$ cat src/sv/hcbp_pkg.sv
// Shared types and codes for the Huffman code bit packer.
package hcbp_pkg;

	localparam int CODE_W      = 32;
	localparam int LEN_W       = 6;
	localparam int QUEUE_DEPTH = 4;
	localparam int QPTR_W      = $clog2(QUEUE_DEPTH);

	localparam logic [1:0] OP_LOAD   = 2'd0;
	localparam logic [1:0] OP_ENCODE = 2'd1;
	localparam logic [1:0] OP_FLUSH  = 2'd2;

	localparam logic [1:0] KIND_BYTE  = 2'd0;
	localparam logic [1:0] KIND_FINAL = 2'd1;
	localparam logic [1:0] KIND_DONE  = 2'd2;
	localparam logic [1:0] KIND_ERROR = 2'd3;

	typedef struct packed {
		logic [1:0]        opcode;
		logic [7:0]        symbol;
		logic [CODE_W-1:0] code_bits;
		logic [LEN_W-1:0]  code_length;
	} in_beat_t;

	typedef struct packed {
		logic [7:0] out_byte;
		logic [2:0] pad_bits;
		logic [1:0] kind;
		logic       last;
	} out_beat_t;

	typedef enum logic [1:0] {
		JOB_ENCODE,
		JOB_FLUSH,
		JOB_ERROR
	} job_op_t;

	typedef struct packed {
		job_op_t           op;
		logic [CODE_W-1:0] code;
		logic [LEN_W-1:0]  length;
	} job_t;

endpackage

$ cat src/sv/hcbp_queue.sv
// Short job queue between the front end and the packer.
module hcbp_queue (
	input  logic           clk,
	input  logic           arst_n,
	input  logic           push,
	input  hcbp_pkg::job_t push_job,
	output logic           full,
	input  logic           pop,
	output hcbp_pkg::job_t head_job,
	output logic           nonempty
);
	import hcbp_pkg::*;

	job_t              slot_q [QUEUE_DEPTH];
	logic [QPTR_W-1:0] wr_ptr_q;
	logic [QPTR_W-1:0] rd_ptr_q;
	logic [QPTR_W:0]   count_q;

	assign full     = count_q == (QPTR_W+1)'(QUEUE_DEPTH);
	assign nonempty = count_q != '0;
	assign head_job = slot_q[rd_ptr_q];

	always_ff @(posedge clk) begin
		if (push) begin
			slot_q[wr_ptr_q] <= push_job;
		end
	end

	always_ff @(posedge clk or negedge arst_n) begin
		if (!arst_n) begin
			wr_ptr_q <= '0;
			rd_ptr_q <= '0;
			count_q  <= '0;
		end else begin
			if (push) begin
				wr_ptr_q <= wr_ptr_q + 1'b1;
			end
			if (pop) begin
				rd_ptr_q <= rd_ptr_q + 1'b1;
			end
			unique case ({push, pop})
				2'b10:   count_q <= count_q + 1'b1;
				2'b01:   count_q <= count_q - 1'b1;
				default: count_q <= count_q;
			endcase
		end
	end

endmodule

$ cat config.mk
export PLATFORM = sky130hd
export DESIGN_NAME = hcbp_queue
export DESIGN_NICKNAME = d
export VERILOG_FILES = /design/src/sv/hcbp_pkg.sv /design/src/sv/hcbp_queue.sv
export SDC_FILE = /design/constraint.sdc
export NUM_CORES = 1
export LEC_CHECK = 0
export BUFFER_PORTS_ARGS = -buffer_cell sky130_fd_sc_hd__clkbuf_2
export CAP_MARGIN = 20
export CORE_MARGIN = 1.5
export CORE_UTILIZATION = 57
export DETAILED_ROUTE_END_ITERATION = 16
export PLACE_DENSITY_LB_ADDON = 0.1
export SYNTH_ARGS = -nofsm -noshare
export SYNTH_HDL_FRONTEND = slang
export SYNTH_SLANG_ARGS = --single-unit
$ cat constraint.sdc
create_clock -name clk -period 2.65 [get_ports clk]
set_clock_uncertainty 0.05 [all_clocks]
set_input_delay 0.1325 -clock clk [delete_from_list [all_inputs] [get_ports clk]]
set_output_delay 0.1325 -clock clk [all_outputs]
set_load 0.1 [all_outputs]
Word level (Yosys, flattened, before mapping)
Memory sizes are Yosys's and may differ from the RTL's.
Index checks and enable logic that the tools add are counted.
- equal/unequal tests: 3
- reductions and logical operators: 2
- add/subtract/negate cells: 4
- multiplexer cells: 3
- operators by type and width (cell ; number):
    3-bit one-hot mux with 2 select lines ; 1
    2-bit by 1-bit adder with 2-bit output, second input constant ; 2
    3-bit by 1-bit adder with 3-bit output, second input constant ; 1
    3-bit equality test, second input constant ; 1
    3-bit nonzero test ; 1
    3-bit by 1-bit subtractor with 3-bit output, second input constant ; 1
    2-bit by 1-bit equality test with 1-bit output, second input constant ; 1
    2-bit equality test, second input constant ; 1
    1-bit 2-to-1 mux ; 2
    2-bit nonzero test ; 1
- memory bits (writable): 160
- word-level logic and storage cells: 16
- register bits: 7
- output and inout bits: 42
- input bits: 44
- memories kept: 1
- memories (memory ; words ; width ; read ports ; clocked after Yosys merged registers in ; wr ports ; line ; RTL):
    slot_q ; 4 ; 40 ; 1 ; 0 ; 1 ; hcbp_queue.sv:14 ; job_t slot_q [QUEUE_DEPTH];

Longest topological paths before layout
- word-level depth: 2
- gate-level depth with buffers: 6
- depth with buffers taken out: 6

Worst setup path after synthesis
No wires, ideal clock.
- path type: reg-to-output
- from: register count_q[0]
- to: output port full
- slack: -180 ps
- data required time: 2467 ps
- cell stages (with the launch flop): 2
- arrival time: 2647 ps
- buffers on the path: 0
- cell sequence: dfrtp_1 nor3b_1
- longest elaborated chain between the ends: 1
- RTL lines (element ; line ; RTL):
    from (decl) ; hcbp_queue.sv:17 ; logic [QPTR_W:0] count_q;
    from (signal assigned) ; hcbp_queue.sv:42 ; 2'b10: count_q <= count_q + 1'b1;
    from (signal assigned) ; hcbp_queue.sv:43 ; 2'b01: count_q <= count_q - 1'b1;
    from (signal assigned) ; hcbp_queue.sv:44 ; default: count_q <= count_q;
    3-bit equality test ; hcbp_queue.sv:19 ; assign full = count_q == (QPTR_W+1)'(QUEUE_DEPTH);
    to (decl) ; hcbp_queue.sv:7 ; output logic full,
Every way passes these cells.

==> flow_metrics.env <==
export IMPL_avgSynthCellArea_um2=25.6
export IMPL_vias=2917
export IMPL_rrSetupSlack_ns=0.81
export IMPL_core_area_um2=10500
export IMPL_diodes=0
export IMPL_cts_htree_levels=4
export IMPL_rr_startpoint="wr_ptr_q[0]"
export IMPL_synth_cell_types=20
export IMPL_syn_to_final_growth_pct=26.6
export IMPL_synth_area_leaders="edfxtp_1, mux4_2, dfrtp_1"
export IMPL_period_minus_slack_ns=2.45
export IMPL_synth_area_um2=6220
export IMPL_ff2ff_path_depth=4
export IMPL_drcViolationCount=0
export IMPL_antenna_found_initial=0
export IMPL_syn_inst=243
export IMPL_grt_use_total=0.202
export IMPL_firstDrtPassIters=6
export IMPL_clk_pin_slew_worst_paths_ns=0.06
export IMPL_crit_chain="buf_16 > mux4_2 > clkbuf_2"
export IMPL_nFillCells=634
export IMPL_drt_antenna_violating_nets=0
export IMPL_portBuffers=85
export IMPL_clock_sinks=167
export IMPL_grt_max_degree=29
export IMPL_cts_buffer_depth=2
export IMPL_hold_viol=0
export IMPL_post_drt_wl_per_cell_um=19.4
export IMPL_holdCritStartpoint="push_job[36]"
export IMPL_tightest_slew_ns=0.560
export IMPL_dieArea_um2=11500
export IMPL_synth_top_area_frac=0.773
export IMPL_cts_buffers=17
export IMPL_clkLatencyLatePin_ns=0.52
export IMPL_rsz0062_at_grt="no"
export IMPL_gp_congestion=0.714
export IMPL_cts_root_buf="clkbuf_8"
export IMPL_start_kind="flop"
export IMPL_initial_core_util=0.594
export IMPL_grt_overflow=0
export IMPL_cts_tree="yes"
export IMPL_synth_nets=293
export IMPL_synth_seq_cells=167
export IMPL_synth_yosys_seq_area_share=0.801
export IMPL_yosys_warnings=0
export IMPL_drv_slew=0
export IMPL_fp_dieW_um=107
export IMPL_fp_dieH_um=107
export IMPL_ioPinCount=86
export IMPL_post_cts_resized=0
export IMPL_tns_ns=0
export IMPL_setup_violations=0
export IMPL_yosysTopAreaCell="edfxtp_1"
export IMPL_crit_path_top_delay_cell="dfrtp_4"
export IMPL_hp_class="in -> reg"
export IMPL_status="finished, final reports clean"
export IMPL_drt_initial_drc_count=159
export IMPL_slew_headroom=0.628
export IMPL_grt_pass1_vias=3092
export IMPL_worstPathRequired_ns=2.47
export IMPL_cpPeakStageDelay_ns=0.63
export IMPL_critPathArrivalTime_ns=2.26
export IMPL_min_to="slot_q[0][36]"
export IMPL_r2r_end="slot_q[2][29]"
export IMPL_viasPerCell=5.39
export IMPL_rows=37
export IMPL_cap_violations=0
export IMPL_nets=443
export IMPL_post_route_period_util=0.923
export IMPL_drt_total_wl_mm=10.5
export IMPL_grt_first_pass_wirelength_mm=16.3
export IMPL_worstSetupEndpointType="output pin"
export IMPL_dpl_hpwl_mm=5.99
export IMPL_cp_max_fo=14
export IMPL_fmax_mhz=409
export IMPL_drive_gt1_frac=0.417
export IMPL_min_path_cells=2
export IMPL_worstSetupPathType="reg -> out"
-- what timing repair did --
item | in CTS | in global routing
endpoints found under the hold margin | 172 | 0
hold buffers | 44 | 0
buffers inserted | 1 | 0
endpoints found under the setup margin | 2 | 0
-- layer usage --
layer / global-route usage / wire length [µm] / up-vias
li1: - / - / 1331
met1: 0.258 / 4290 / 1491
met2: 0.334 / 5560 / 82
met3: 0.0527 / 537 / 13
met4: 0.0808 / 136 / 0
met5: 0 / 0 / -
-- placed cells by master (no fill, tap or decap) --
cell type        n
and2_2           4
buf_12           4
buf_16           1
buf_4            7
bufinv_16        3
clkbuf_1         4
clkbuf_16       16
clkbuf_2        85
clkbuf_8         1
clkinv_1         1
clkinv_2         4
clkinv_4         1
clkinvlp_4       1
dfrtp_1          5
dfrtp_2          1
dfrtp_4          1
dlygate4sd3_1   44
edfxtp_1       160
fa_1             1
ha_1             5
inv_1            3
mux2_2           1
mux4_1           2
mux4_2          38
nand2_1          2
nor2_1           1
nor3b_2          1
o21ai_0          1
or3_1            1
xnor2_1          3
xor2_1           3
-- worst max path at each step --
| stage | start | end | slack [ns] |
|---|---|---|---|
| floorplan | wr_ptr_q[0] | slot_q[2][0] | 0.62 |
| global placement | rd_ptr_q[0] | head_job[35] | 0.55 |
| detailed placement | rd_ptr_q[0] | head_job[25] | 0.55 |
| CTS | rd_ptr_q[0] | head_job[13] | 0.15 |
| global route | rd_ptr_q[0] | head_job[16] | 0.08 |
| finish | rd_ptr_q[0] | head_job[13] | 0.20 |
-- state kept, by name (all words and copies together) (netlist names) --
register  count
count_q       3
slot_q      160
wr_ptr_q      2
rd_ptr_q      2
-- logic make-up after synthesis --
| logic type | synth area share |
|---|---|
| flops | 0.801 |
| mux | 0.148 |
| xor+xnor | 0.00846 |
| compound gates | 0.000804 |
| simple gates | 0.00805 |
| buf+inv | 0.0203 |
| fa+ha+maj | 0.0133 |
-- critical path, delay by kind of cell (launching register included) --
family	cells	cell delay, ns
buffers and inverters	2	0.59
flip-flops	1	0.63
multiplexers	1	0.51
-- synth_stat cells --
master	number
o21ai_0	1
xnor2_1	3
edfxtp_1	160
buf_2	4
nor3b_1	1
inv_1	3
clkbuf_1	1
nor2_1	1
dfrtp_1	7
fa_1	1
nand2_1	2
and2_1	4
mux4_1	2
mux4_2	38
buf_6	1
buf_12	4
mux2_2	1
ha_1	5
or3_1	1
xor2_1	3
-- final cells by class --
cell class,instances,area (µm²),area share
sequential,167,4980,0.633
multi-input combinational,63,1120,0.142
timing repair buffer,141,1030,0.130
clock buffer,21,429,0.0545
tap,136,170,0.0216
clock inverter,10,130,0.0165
inverter,3,11.3,0.00143
-- metrics by stage --
step | cell area [µm²] | setup WS, ns | hold WS (ns) | util | std cells
global route | 7870 | 0.0785 | 0.299 | 0.752 | 541
global placement | 6840 | 0.546 | -0.0665 | 0.654 | 465
finish | 7870 | 0.203 | 0.318 | 0.752 | 541
floorplan | 6220 | 0.615 | -0.213 | - | 243
detailed placement | 6840 | 0.551 | -0.0652 | 0.654 | 465
CTS | 7870 | 0.153 | 0.300 | 0.752 | 541
Power is not shown: default switching activity piles up to over one toggle a cycle in this logic, so the estimate is an artifact.
