[src/sv/hcbp_pkg.sv]
// Shared types and codes for the Huffman code bit packer.
package hcbp_pkg;

	localparam int CODE_W      = 32;
	localparam int LEN_W       = 6;
	localparam int QUEUE_DEPTH = 4;
	localparam int QPTR_W      = $clog2(QUEUE_DEPTH);

	localparam logic [1:0] OP_LOAD   = 2'd0;
	localparam logic [1:0] OP_ENCODE = 2'd1;
	localparam logic [1:0] OP_FLUSH  = 2'd2;

	localparam logic [1:0] KIND_BYTE  = 2'd0;
	localparam logic [1:0] KIND_FINAL = 2'd1;
	localparam logic [1:0] KIND_DONE  = 2'd2;
	localparam logic [1:0] KIND_ERROR = 2'd3;

	typedef struct packed {
		logic [1:0]        opcode;
		logic [7:0]        symbol;
		logic [CODE_W-1:0] code_bits;
		logic [LEN_W-1:0]  code_length;
	} in_beat_t;

	typedef struct packed {
		logic [7:0] out_byte;
		logic [2:0] pad_bits;
		logic [1:0] kind;
		logic       last;
	} out_beat_t;

	typedef enum logic [1:0] {
		JOB_ENCODE,
		JOB_FLUSH,
		JOB_ERROR
	} job_op_t;

	typedef struct packed {
		job_op_t           op;
		logic [CODE_W-1:0] code;
		logic [LEN_W-1:0]  length;
	} job_t;

endpackage

[src/sv/hcbp_back.sv]
// Back end: bit accumulator, byte emission and output register.
module hcbp_back #(
	parameter int MAX_CODE_LEN = 32
) (
	input  logic                clk,
	input  logic                arst_n,
	input  logic                job_valid,
	input  hcbp_pkg::job_t      job,
	output logic                job_pop,
	output logic                out_valid,
	input  logic                out_stall,
	output hcbp_pkg::out_beat_t out_beat
);
	import hcbp_pkg::*;

	localparam int ACC_W = MAX_CODE_LEN + 7;
	localparam int TOT_W = $clog2(ACC_W + 1);

	logic [ACC_W-1:0] acc_q;
	logic [TOT_W-1:0] total_q;
	logic             out_valid_q;
	out_beat_t        out_beat_q;

	logic             out_free;
	logic             has_byte;
	logic             emit;
	logic [TOT_W-1:0] base_total;
	logic             pop_encode;
	logic             pop_single;
	logic [7:0]       byte_val;
	logic [2:0]       cnt;
	logic [2:0]       pad;
	out_beat_t        nxt_beat;

	assign out_free   = !out_valid_q || !out_stall;
	assign has_byte   = total_q >= TOT_W'(8);
	assign emit       = has_byte && out_free;
	assign base_total = emit ? (total_q - TOT_W'(8)) : total_q;

	// an encode may enter in the cycle that drains the last full byte
	assign pop_encode = job_valid && (job.op == JOB_ENCODE) && (base_total < TOT_W'(8));
	assign pop_single = job_valid && ((job.op == JOB_FLUSH) || (job.op == JOB_ERROR))
		&& !has_byte && out_free;
	assign job_pop    = pop_encode || pop_single;

	assign byte_val = 8'(acc_q >> (total_q - TOT_W'(8)));
	assign cnt      = total_q[2:0];
	assign pad      = 3'(4'd8 - {1'b0, cnt});

	always_comb begin
		nxt_beat = '0;
		priority if (emit) begin
			nxt_beat.out_byte = byte_val;
			nxt_beat.kind     = KIND_BYTE;
			nxt_beat.last     = base_total < TOT_W'(8);
		end else if (job.op == JOB_FLUSH) begin
			nxt_beat.last = 1'b1;
			if (cnt != 3'd0) begin
				nxt_beat.out_byte = 8'({1'b0, acc_q[6:0]} << pad);
				nxt_beat.pad_bits = pad;
				nxt_beat.kind     = KIND_FINAL;
			end else begin
				nxt_beat.kind = KIND_DONE;
			end
		end else begin
			nxt_beat.kind = KIND_ERROR;
			nxt_beat.last = 1'b1;
		end
	end

	always_ff @(posedge clk) begin
		if (pop_encode) begin
			acc_q <= (acc_q << job.length) | ACC_W'(job.code);
		end
		if (emit || pop_single) begin
			out_beat_q <= nxt_beat;
		end
	end

	always_ff @(posedge clk or negedge arst_n) begin
		if (!arst_n) begin
			total_q     <= '0;
			out_valid_q <= 1'b0;
		end else begin
			if (pop_encode) begin
				total_q <= base_total + TOT_W'(job.length);
			end else if (pop_single && (job.op == JOB_FLUSH)) begin
				total_q <= '0;
			end else begin
				total_q <= base_total;
			end
			if (emit || pop_single) begin
				out_valid_q <= 1'b1;
			end else if (!out_stall) begin
				out_valid_q <= 1'b0;
			end
		end
	end

	assign out_valid = out_valid_q;
	assign out_beat  = out_beat_q;

endmodule

[config.mk]
export PLATFORM = sky130hd
export DESIGN_NAME = hcbp_back
export DESIGN_NICKNAME = d
export VERILOG_FILES = /design/src/sv/hcbp_pkg.sv /design/src/sv/hcbp_back.sv
export SDC_FILE = /design/constraint.sdc
export NUM_CORES = 1
export LEC_CHECK = 0
export ABC_AREA = 1
export BUFFER_PORTS_ARGS = -buffer_cell sky130_fd_sc_hd__clkbuf_2
export CORE_MARGIN = 4
export CORE_UTILIZATION = 35
export DETAILED_ROUTE_END_ITERATION = 8
export PLACE_DENSITY = 0.59
export SYNTH_ARGS = -nofsm -noshare
export SYNTH_HDL_FRONTEND = slang
export SYNTH_SLANG_ARGS = --single-unit
[constraint.sdc]
create_clock -name clk -period 3.9 [get_ports clk]
set_input_delay 0.195 -clock clk [delete_from_list [all_inputs] [get_ports clk]]
set_output_delay 0.195 -clock clk [all_outputs]
set_load 0.01 [all_outputs]
* Yosys cells after proc, flatten, opt, wreduce, memory -nomap -nowiden
Cells that the tools add are included.
Storage, ports and cells: bits in registers 60, logic and storage cells 49, input bits 44, output and inout bits 16
Operators by class: reduce and logical (&&, ||, !) cells 17, shift operators 3, equal/unequal tests 3, bitwise logic cells 3, add/subtract/negate cells 3, $lt $le $gt $ge 2, mux-type cells 11
Operators with widths (number):
- $or 39x32->39 | 1
- $shl 39x6->39 | 1
- $shr 39x6->8 | 1
- $mux 11 | 2
- $mux 6 | 3
- $mux 8 | 1
- $shl 7x3->8 | 1
- $logic_and 1x1->1 | 7
- $add 6x6->6 | 1
- $ge 6x4->1 const B | 1
- $lt 6x4->1 const B | 1
- $sub 6x4->6 const B | 1
- $logic_or 1x1->1 | 4
- $logic_not 1->1 | 3
- $mux 1 | 3
- $mux 3 | 1
- $reduce_bool 3->1 | 1
- $reduce_or 3->1 | 1
- $sub 1x3->3 const A | 1
- $eq 2x1->1 const B | 1
- $eq 2x2->1 const B | 1
- $logic_not 2->1 | 1
- $mux 2 | 1
- $ne 2x1->1 const B | 1
- $not 1->1 | 2

* Longest topological paths before layout
Gate-level depths: netlist of the first run.
depth after elaboration 8, depth in mapped cells 17, gate-level depth less buffers 16

* Worst setup path after synthesis of the first run
Ideal clock, no wire load.
path kind register -> register, start register total_q[3], end register acc_q[0] (enable), buffers on the path 2, data arrival time 2.142 ns, setup slack 1.374 ns, stages on the path, launching flop included 11, library setup time 0.384 ns, clock period less this slack 2.526 ns, data required time 3.516 ns, path through dfrtp_1 > inv_2 > buf_6 > clkbuf_1 > ha_1 > nand2_1 > nand2_1 > nand3_1 > nand2_2 > nand3_2 > nor2_4
On the way: cells in the longest elaborated chain, start to end 5, elaborated cells on any way between the ends 6, those cells by class add/sub (1); order compare (2); mux (1); reduce/logical (2)
Ends and longest elaborated chain:
- from (decl) | line hcbp_back.sv:20 | logic [TOT_W-1:0] total_q;
- from (signal assigned) | line hcbp_back.sv:86 | total_q <= base_total + TOT_W'(job.length);
- from (signal assigned) | line hcbp_back.sv:90 | total_q <= base_total;
- $ge 6x4->1 | line hcbp_back.sv:36 | assign has_byte = total_q >= TOT_W'(8);
- $logic_and 1x1->1 | line hcbp_back.sv:37 | assign emit = has_byte && out_free;
- $mux 6 (*) | line hcbp_back.sv:38 | assign base_total = emit ? (total_q - TOT_W'(8)) : total_q;
- $lt 6x4->1 (*) | line hcbp_back.sv:41 | assign pop_encode = job_valid && (job.op == JOB_ENCODE) && (base_total < TOT_W'(8));
- $logic_and 1x1->1 (*) | line hcbp_back.sv:41
- net pop_encode | line hcbp_back.sv:28 | logic pop_encode;
- to (signal assigned) | line hcbp_back.sv:73 | acc_q <= (acc_q << job.length) | ACC_W'(job.code);
- to (decl) | line hcbp_back.sv:19 | logic [ACC_W-1:0] acc_q;
The timed path passes the listed nets; every way through them passes the cells marked *. A chain may end at the register's enable or synchronous reset.

* Final worst setup path of the first run
start register total_q[3], end output job_pop
On the way: cells in the longest elaborated chain, start to end 6, elaborated cells on any way between the ends 10, those cells by class add/sub (1); order compare (2); mux (1); reduce/logical (6)
Ends and longest elaborated chain:
- $ge 6x4->1 | line hcbp_back.sv:36
- $logic_and 1x1->1 | line hcbp_back.sv:37
- $mux 6 | line hcbp_back.sv:38
- $lt 6x4->1 | line hcbp_back.sv:41
- $logic_and 1x1->1 | line hcbp_back.sv:41
- $logic_or 1x1->1 (*) | line hcbp_back.sv:44 | assign job_pop = pop_encode || pop_single;
- to (decl) | line hcbp_back.sv:9 | output logic job_pop,
Mark *: on every way between the ends. The rest lies on a longest branch, timed or not.

==> impl_results.md, run 1 <==
* Status: finished clean
* WHS Path Cells at 2
* Starting Density at 35.7%
* Syn Area/Cell at 6.08 µm²
* Min-delay src: job[9]
* Routed len/inst at 17.2 µm
* H-Tree Depth at 3
* Dpl hpwl at 17200 µm
* Total CTS buffers at 9
* Number of global-route vias before repair at 6608
* Worst-path clk slew at 60 ps
* Postcts setup bufs at 0
* CP Launch Type: flop
* Placed Area at 6800 µm²
* Worst slew margin at 42.0%
* Final Setup Violations at 0
* Critical Path RT at 3700 ps
* Fin Setup TNS at 0 ps
* Die Footprint at 20700 µm²
* Synth warnings at 0
* Hold Path Class: in2reg
* CP Capture Type: primary output
* Clk sinks at 60
* Hold EP: acc_q[3]
* # rows at 49
* Die H at 144 µm
* Synth Instances at 1063
* I/O Buffers at 59
* R2R setup slack at 1350 ps
* Largest net degree at the start of global routing at 44
* Max_cap viols at 0
* Synthesis-to-finish area growth at 10.2%
* Die width at 144 µm
* WP buf/inv at 2
* Path depth of the worst reg2reg path at 7
* Post-Syn Nets at 1119
* CTS tree: done
* Library cells used by synthesis at 38
* Final Max Slew Viols at 0
* RSZ-0062 raised after global routing: false
* Nets at 1142
* Antenna Cells at 0
* PwrDens at 560 nW/µm²
* Post-Synthesis Cell Area at 6460 µm²
* 1st-pass router iterations at 5
* DRT Wirelength at 22700 µm
* GP Congestion at 0.952
* Flops & latches, synth at 60
* Iter 0 DRT Violations at 865
* Remaining antenna violation count at 0
* Slew @ Worst Pin at 870 ps
* Total Power at 3.99 mW
* Share of cells above drive strength 1 at 10.5%
* Drt drc at 0
* Total number of vias at 7373
* Register area share after synthesis at 27.3%
* Root Buffer: clkbuf_16
* Antenna violations before repair at 0
* Lkg Pwr at 3.40 nW
* CP Class: reg2out
* Final hold viol count at 0
* VDD IR max at 0.000249 V
* CP Max Fanout at 20
* Top Ports at 60
* Crit path max-delay family: simple AND/OR/NAND/NOR gates
* Final Cell Area at 7130 µm²
* WP data arrival at 2350 ps
* Final Skew at 11.8 ps
* Latest clock arrival within the worst-skew pair at 350 ps
* Commonest non-fill, non-tap cells in the layout: nand2_1, nand3_1, nor2_1, clkbuf_2, edfxtp_1
* Final Core Density at 39.4%
* Fmax at 392 MHz
* Core area at 18100 µm²
* First-pass GRT wire length at 35400 µm
* Most common cell after layout, fill and taps aside: nand2_1
* R2r endpoint: acc_q[21]
* Total GRT Usage at 22.0%
* Worst path max stage delay at 420 ps
* Critical-path cell list: inv_2 > ha_1 > nand3_1 > nand2_1 > nand4_2 > o21ai_0 > clkbuf_2
* Worst path slowest cell: ha_1
* Critical R2R Launch: total_q[3]
* Congestion Overflow GR at 0
* Final worst path period share at 65.4%
* Post-DR vias/cell at 5.59
* Max clock buf depth at 2
* Final min period at 2550 ps
## worst max-delay path by stage
stage	start	end	cells past startpoint
2_1_floorplan	total_q[3]	acc_q[0]	10
6_report	total_q[3]	job_pop	7
5_1_grt	total_q[3]	total_q[5]	15
3_5_place_dp	total_q[3]	acc_q[21]	7
3_3_place_gp	total_q[3]	total_q[5]	14
4_1_cts	total_q[3]	job_pop	7
## through the flow
| step | worst slack, ps | hold WS, ps | cells |
|---|---|---|---|
| 2_1_floorplan | 1370 | -101 | 1063 |
| 3_3_place_gp | 1430 | 46.4 | 1303 |
| 3_5_place_dp | 1400 | 45.7 | 1303 |
| 4_1_cts | 1340 | 86.5 | 1320 |
| 5_1_grt | 1090 | 92.3 | 1320 |
| 6_report | 1350 | 92.6 | 1320 |
## area by class of cell
class / instances / area (µm²)
Sequential cell: 60 / 1770
Fill cell: 1980 / 11000
Timing Repair Buffer: 72 / 395
Tap cell: 229 / 287
Multi-Input combinational cell: 892 / 4160
Clock buffer: 9 / 225
Clock inverter: 7 / 91.3
Inverter: 51 / 196
## logic make-up (layout without fill, tap and decap cells)
kind of cell,Yosys count,after routing,share of synthesized area [%]
compound gates,51,51,4.86
buf+inv,111,139,8.28
fa+ha+maj,12,12,2.44
xor+xnor,2,2,0.271
simple gates,827,827,56.8
flops,60,60,27.3
## synth_stat cells
| cell type | number | share of area, % |
|---|---|---|
| inv_2 | 7 | 0.41 |
| buf_4 | 10 | 1.2 |
| o21bai_1 | 10 | 1.2 |
| inv_1 | 41 | 2.4 |
| nand4_2 | 1 | 0.19 |
| nor3_1 | 2 | 0.15 |
| o21a_1 | 1 | 0.12 |
| or2_1 | 1 | 0.097 |
| and2_1 | 4 | 0.39 |
| buf_6 | 6 | 1.0 |
| nand4_1 | 2 | 0.19 |
| nor2_2 | 6 | 0.58 |
| a21o_1 | 7 | 0.81 |
| inv_4 | 2 | 0.19 |
| nand2_1 | 388 | 23 |
| edfxtp_1 | 53 | 25 |
| nand3_1 | 338 | 26 |
| ha_1 | 11 | 2.1 |
| nor2_1 | 60 | 3.5 |
| nand3b_1 | 13 | 1.5 |
| a21oi_2 | 1 | 0.14 |
| a21oi_1 | 15 | 1.2 |
| nand3_2 | 2 | 0.31 |
| o21ai_1 | 2 | 0.15 |
| fa_1 | 1 | 0.31 |
| o211ai_1 | 4 | 0.46 |
| buf_2 | 25 | 1.9 |
| and3_1 | 1 | 0.097 |
| nand2_4 | 1 | 0.17 |
| dfrtp_1 | 7 | 2.7 |
| buf_1 | 5 | 0.29 |
| o21ai_0 | 11 | 0.85 |
| clkbuf_1 | 14 | 0.81 |
| nor2_4 | 2 | 0.35 |
| xnor2_1 | 2 | 0.27 |
| clkinv_1 | 1 | 0.058 |
| or2_2 | 1 | 0.097 |
| nand2_2 | 5 | 0.48 |
## power breakdown
group          total [mW]  switching (mW)  internal [mW]
logic                2.21            1.51          0.696
clock network       0.868           0.312          0.556
registers           0.910          0.0798          0.830
## what timing repair did
action | in CTS | in global routing
setup endpoints to repair | 0 | 0
endpoints found under the hold margin | 7 | 0
hold buffers | 1 | 0
resized for setup | 0 | 0
## routing by layer
metal | wire length [µm] | GRT usage [%] | vias up
li1 | - | - | 3635
met1 | 9960 | 30.0 | 3347
met2 | 10200 | 34.5 | 336
met3 | 1740 | 3.96 | 55
met4 | 799 | 8.62 | 0
met5 | 0 | 0 | -
## state kept, by name (all words and copies together) (netlist names)
signal and count:
total_q 6, out_beat 14, acc_q 39, out_valid 1
## worst reg2reg max path, stage by stage (launching register included)
cell and delay (ps):
dfrtp_1 410, inv_2 310, ha_1 420, nand3_1 130, nand2_1 180, nand3_2 150, nor2_4 90, buf_4 460
No activity file was read; power rests on OpenSTA's default activity.
==> run 2: changes to the inputs <==
--- a/config.mk
+++ b/config.mk
@@ -10,7 +10,7 @@
 export CORE_MARGIN = 4
 export CORE_UTILIZATION = 35
 export DETAILED_ROUTE_END_ITERATION = 8
-export PLACE_DENSITY = 0.59
+export PLACE_DENSITY = 0.61
 export SYNTH_ARGS = -nofsm -noshare
 export SYNTH_HDL_FRONTEND = slang
 export SYNTH_SLANG_ARGS = --single-unit
==> constraint.sdc (replaced) <==
create_clock -name clk -period 2.3 [get_ports clk]
set_input_delay 0.115 -clock clk [delete_from_list [all_inputs] [get_ports clk]]
set_output_delay 0.115 -clock clk [all_outputs]
set_load 0.01 [all_outputs]
==> impl_results.md, run 2 (synthesis gave the netlist of run 1 again) <==
* CP Launch Type: flop
* Final Skew at 10.2 ps (-1.66 ps)
* Area occupied by multi-input gates at 4190 µm² (+0.54%)
* Congestion Overflow GR at 0 (unchanged)
* Most flop-heavy register: acc_q
* H-Tree Depth at 3 (unchanged)
* Clk sinks at 60 (unchanged)
* Share of cells above drive strength 1 at 11.7% (+1.2 points)
* Antenna violations before repair at 0 (unchanged)
* Top Ports at 60 (unchanged)
* Max reg flops at 39 (unchanged)
* Most common cell after layout, fill and taps aside: nand2_1
* Remaining antenna violation count at 0 (unchanged)
* Path depth of the worst reg2reg path at 14 (+7)
* # rows at 49 (unchanged)
* Die width at 144 µm (unchanged)
* Post-CTS Resized at 0 (unchanged)
* Hold Path Class: in2reg
* Dpl hpwl at 17100 µm (-0.71%)
* Final Max Slew Viols at 0 (unchanged)
* Total number of vias at 7386 (+0.18%)
* Total GRT Usage at 22.1% (+0.10 points)
* Post-DR vias/cell at 5.56 (-0.43%)
* DRT Wirelength at 22300 µm (-1.7%)
* Root Buffer: clkbuf_16
* Final hold viol count at 0 (unchanged)
* Flop pwr share at 22.1% (-0.7 points)
* Hold-fix buffers, CTS at 1 (unchanged)
* Total CTS buffers at 9 (unchanged)
* GP Congestion at 0.920 (-3.4%)
* Largest net degree at the start of global routing at 42 (-4.5%)
* Core area at 18100 µm² (unchanged)
* Die H at 144 µm (unchanged)
* First-pass GRT wire length at 35700 µm (+0.90%)
* Slew @ Worst Pin at 694 ps (-176 ps)
* CP Class: reg2out
* Starting Density at 35.7% (unchanged)
* Antenna Cells at 0 (unchanged)
* Synthesis-to-finish area growth at 11.8%
* Fmax at 488 MHz
* Switching power at 3.21 mW (+69%)
* VDD IR max at 0.000403 V (+62%)
* Max clock buf depth at 2 (unchanged)
* I/O Buffers at 59 (unchanged)
* Final worst path period share at 89.1%
* Worst slew margin at 53.7% (+12 points)
* RSZ-0062 raised after global routing: false
* Critical Path RT at 2180 ps (-1520 ps)
* Latest clock arrival within the worst-skew pair at 350 ps (about the same)
* Fin Setup TNS at 0 ps (unchanged)
* Layout fillers at 1944 (-1.8%)
* Drt drc at 0 (unchanged)
* Fin Hold WS at 10.1 ps (-82.5 ps)
* CTS tree: done
* Number of global-route vias before repair at 6830 (+3.4%)
* Final min period at 2050 ps
* Cell-internal power at 3.61 mW (+73%)
* WHS Path Cells at 2 (unchanged)
* Status: finished clean
* Routed len/inst at 16.8 µm (-2.3%)
* Clk pwr share at 21.7% (about the same)
* Reg area at 1770 µm² (unchanged)
* Max_cap viols at 0 (unchanged)
* CP Capture Type: primary output
* 1st-pass router iterations at 6 (+1)
* WP data arrival at 1930 ps (-420 ps)
* Die Footprint at 20700 µm² (unchanged)
* Logic pwr share at 56.1% (+0.7 points)
* Iter 0 DRT Violations at 1039 (+20%)
* Worst-path clk slew at 60 ps (about the same)
* Final Core Density at 40.0% (+0.55 points)
* Nets at 1151 (+0.79%)
* PwrDens at 944 nW/µm² (+69%)
* Lkg Pwr at 3.44 nW (+1.1%)
* Final Setup Violations at 0 (unchanged)
* Sw frac at 47.1% (-0.69 points)
* Place WS at 294 ps (-1100 ps)
* Setup ws final at 250 ps (-1100 ps)
* Postcts setup bufs at 0 (unchanged)
* CP Max Fanout at 7 (-65%)
* Commonest non-fill, non-tap cells in the layout: nand2_1, nand3_1, nor2_1, clkbuf_2, edfxtp_1
## run 2: cell types whose count changed in the layout (fill, tap and decap cells not counted), sizes merged
| cell | previous run | this run |
|---|---|---|
| clkinv | 6 | 2 |
| inv | 50 | 51 |
| buf | 12 | 21 |
| clkinvlp | 0 | 2 |
## run 2: final cells by class
type	count	share of cell area (%)
well taps	229	3.97
multi-input cells	892	57.9
repair buffers	81	6.58
inverters	51	2.72
clock inverters	6	1.23
clock buffers	9	3.12
flip-flops and latches	60	24.5
## run 2: worst max-delay path, cell delays in order (launching register included)
cell and delay (ps):
dfrtp_1 410, inv_2 110, ha_4 140, nand2_1 70, nand2_1 80, nand3_2 110
nand2_2 130, nand4_2 190, o21ai_0 170, clkbuf_2 170
## run 2: per-stage QoR
step | area (µm²) | power [mW] | std cells
floorplan | 6500 | 4.45 | 1063
global placement | 6900 | 5.32 | 1312
detailed placement | 6900 | 5.33 | 1312
CTS | 7230 | 6.83 | 1328
global route | 7230 | 7.44 | 1328
finish | 7230 | 6.82 | 1328
## run 2: power groups by stage
stage / registers, mW / clock network, mW / logic [mW]
after global routing: 1.53 / 1.56 / 4.35
after detailed placement: 1.53 / 0 / 3.79
after floorplan: 1.57 / 0 / 2.88
final: 1.51 / 1.48 / 3.83
after CTS: 1.51 / 1.50 / 3.81
after global placement: 1.53 / 0 / 3.79
## run 2: metal layers
layer / GRT usage, % / share of wire [%]
met1: 29.5 / 43
met2: 34.8 / 45
met3: 4.66 / 8.2
met4: 8.97 / 3.7
met5: 0 / 0
## run 2: path summary, 6_finish.rpt
check	endpoint	startpoint	slack, ps
setup / recovery	job_pop	total_q[3]	250
hold / removal	acc_q[11]	job[17]	10
setup reg to reg	total_q[5]	total_q[3]	290
hold reg to reg	out_valid	out_valid	700
max in group asynchronous	total_q[1]	arst_n	1970
min in group asynchronous	total_q[5]	arst_n	150
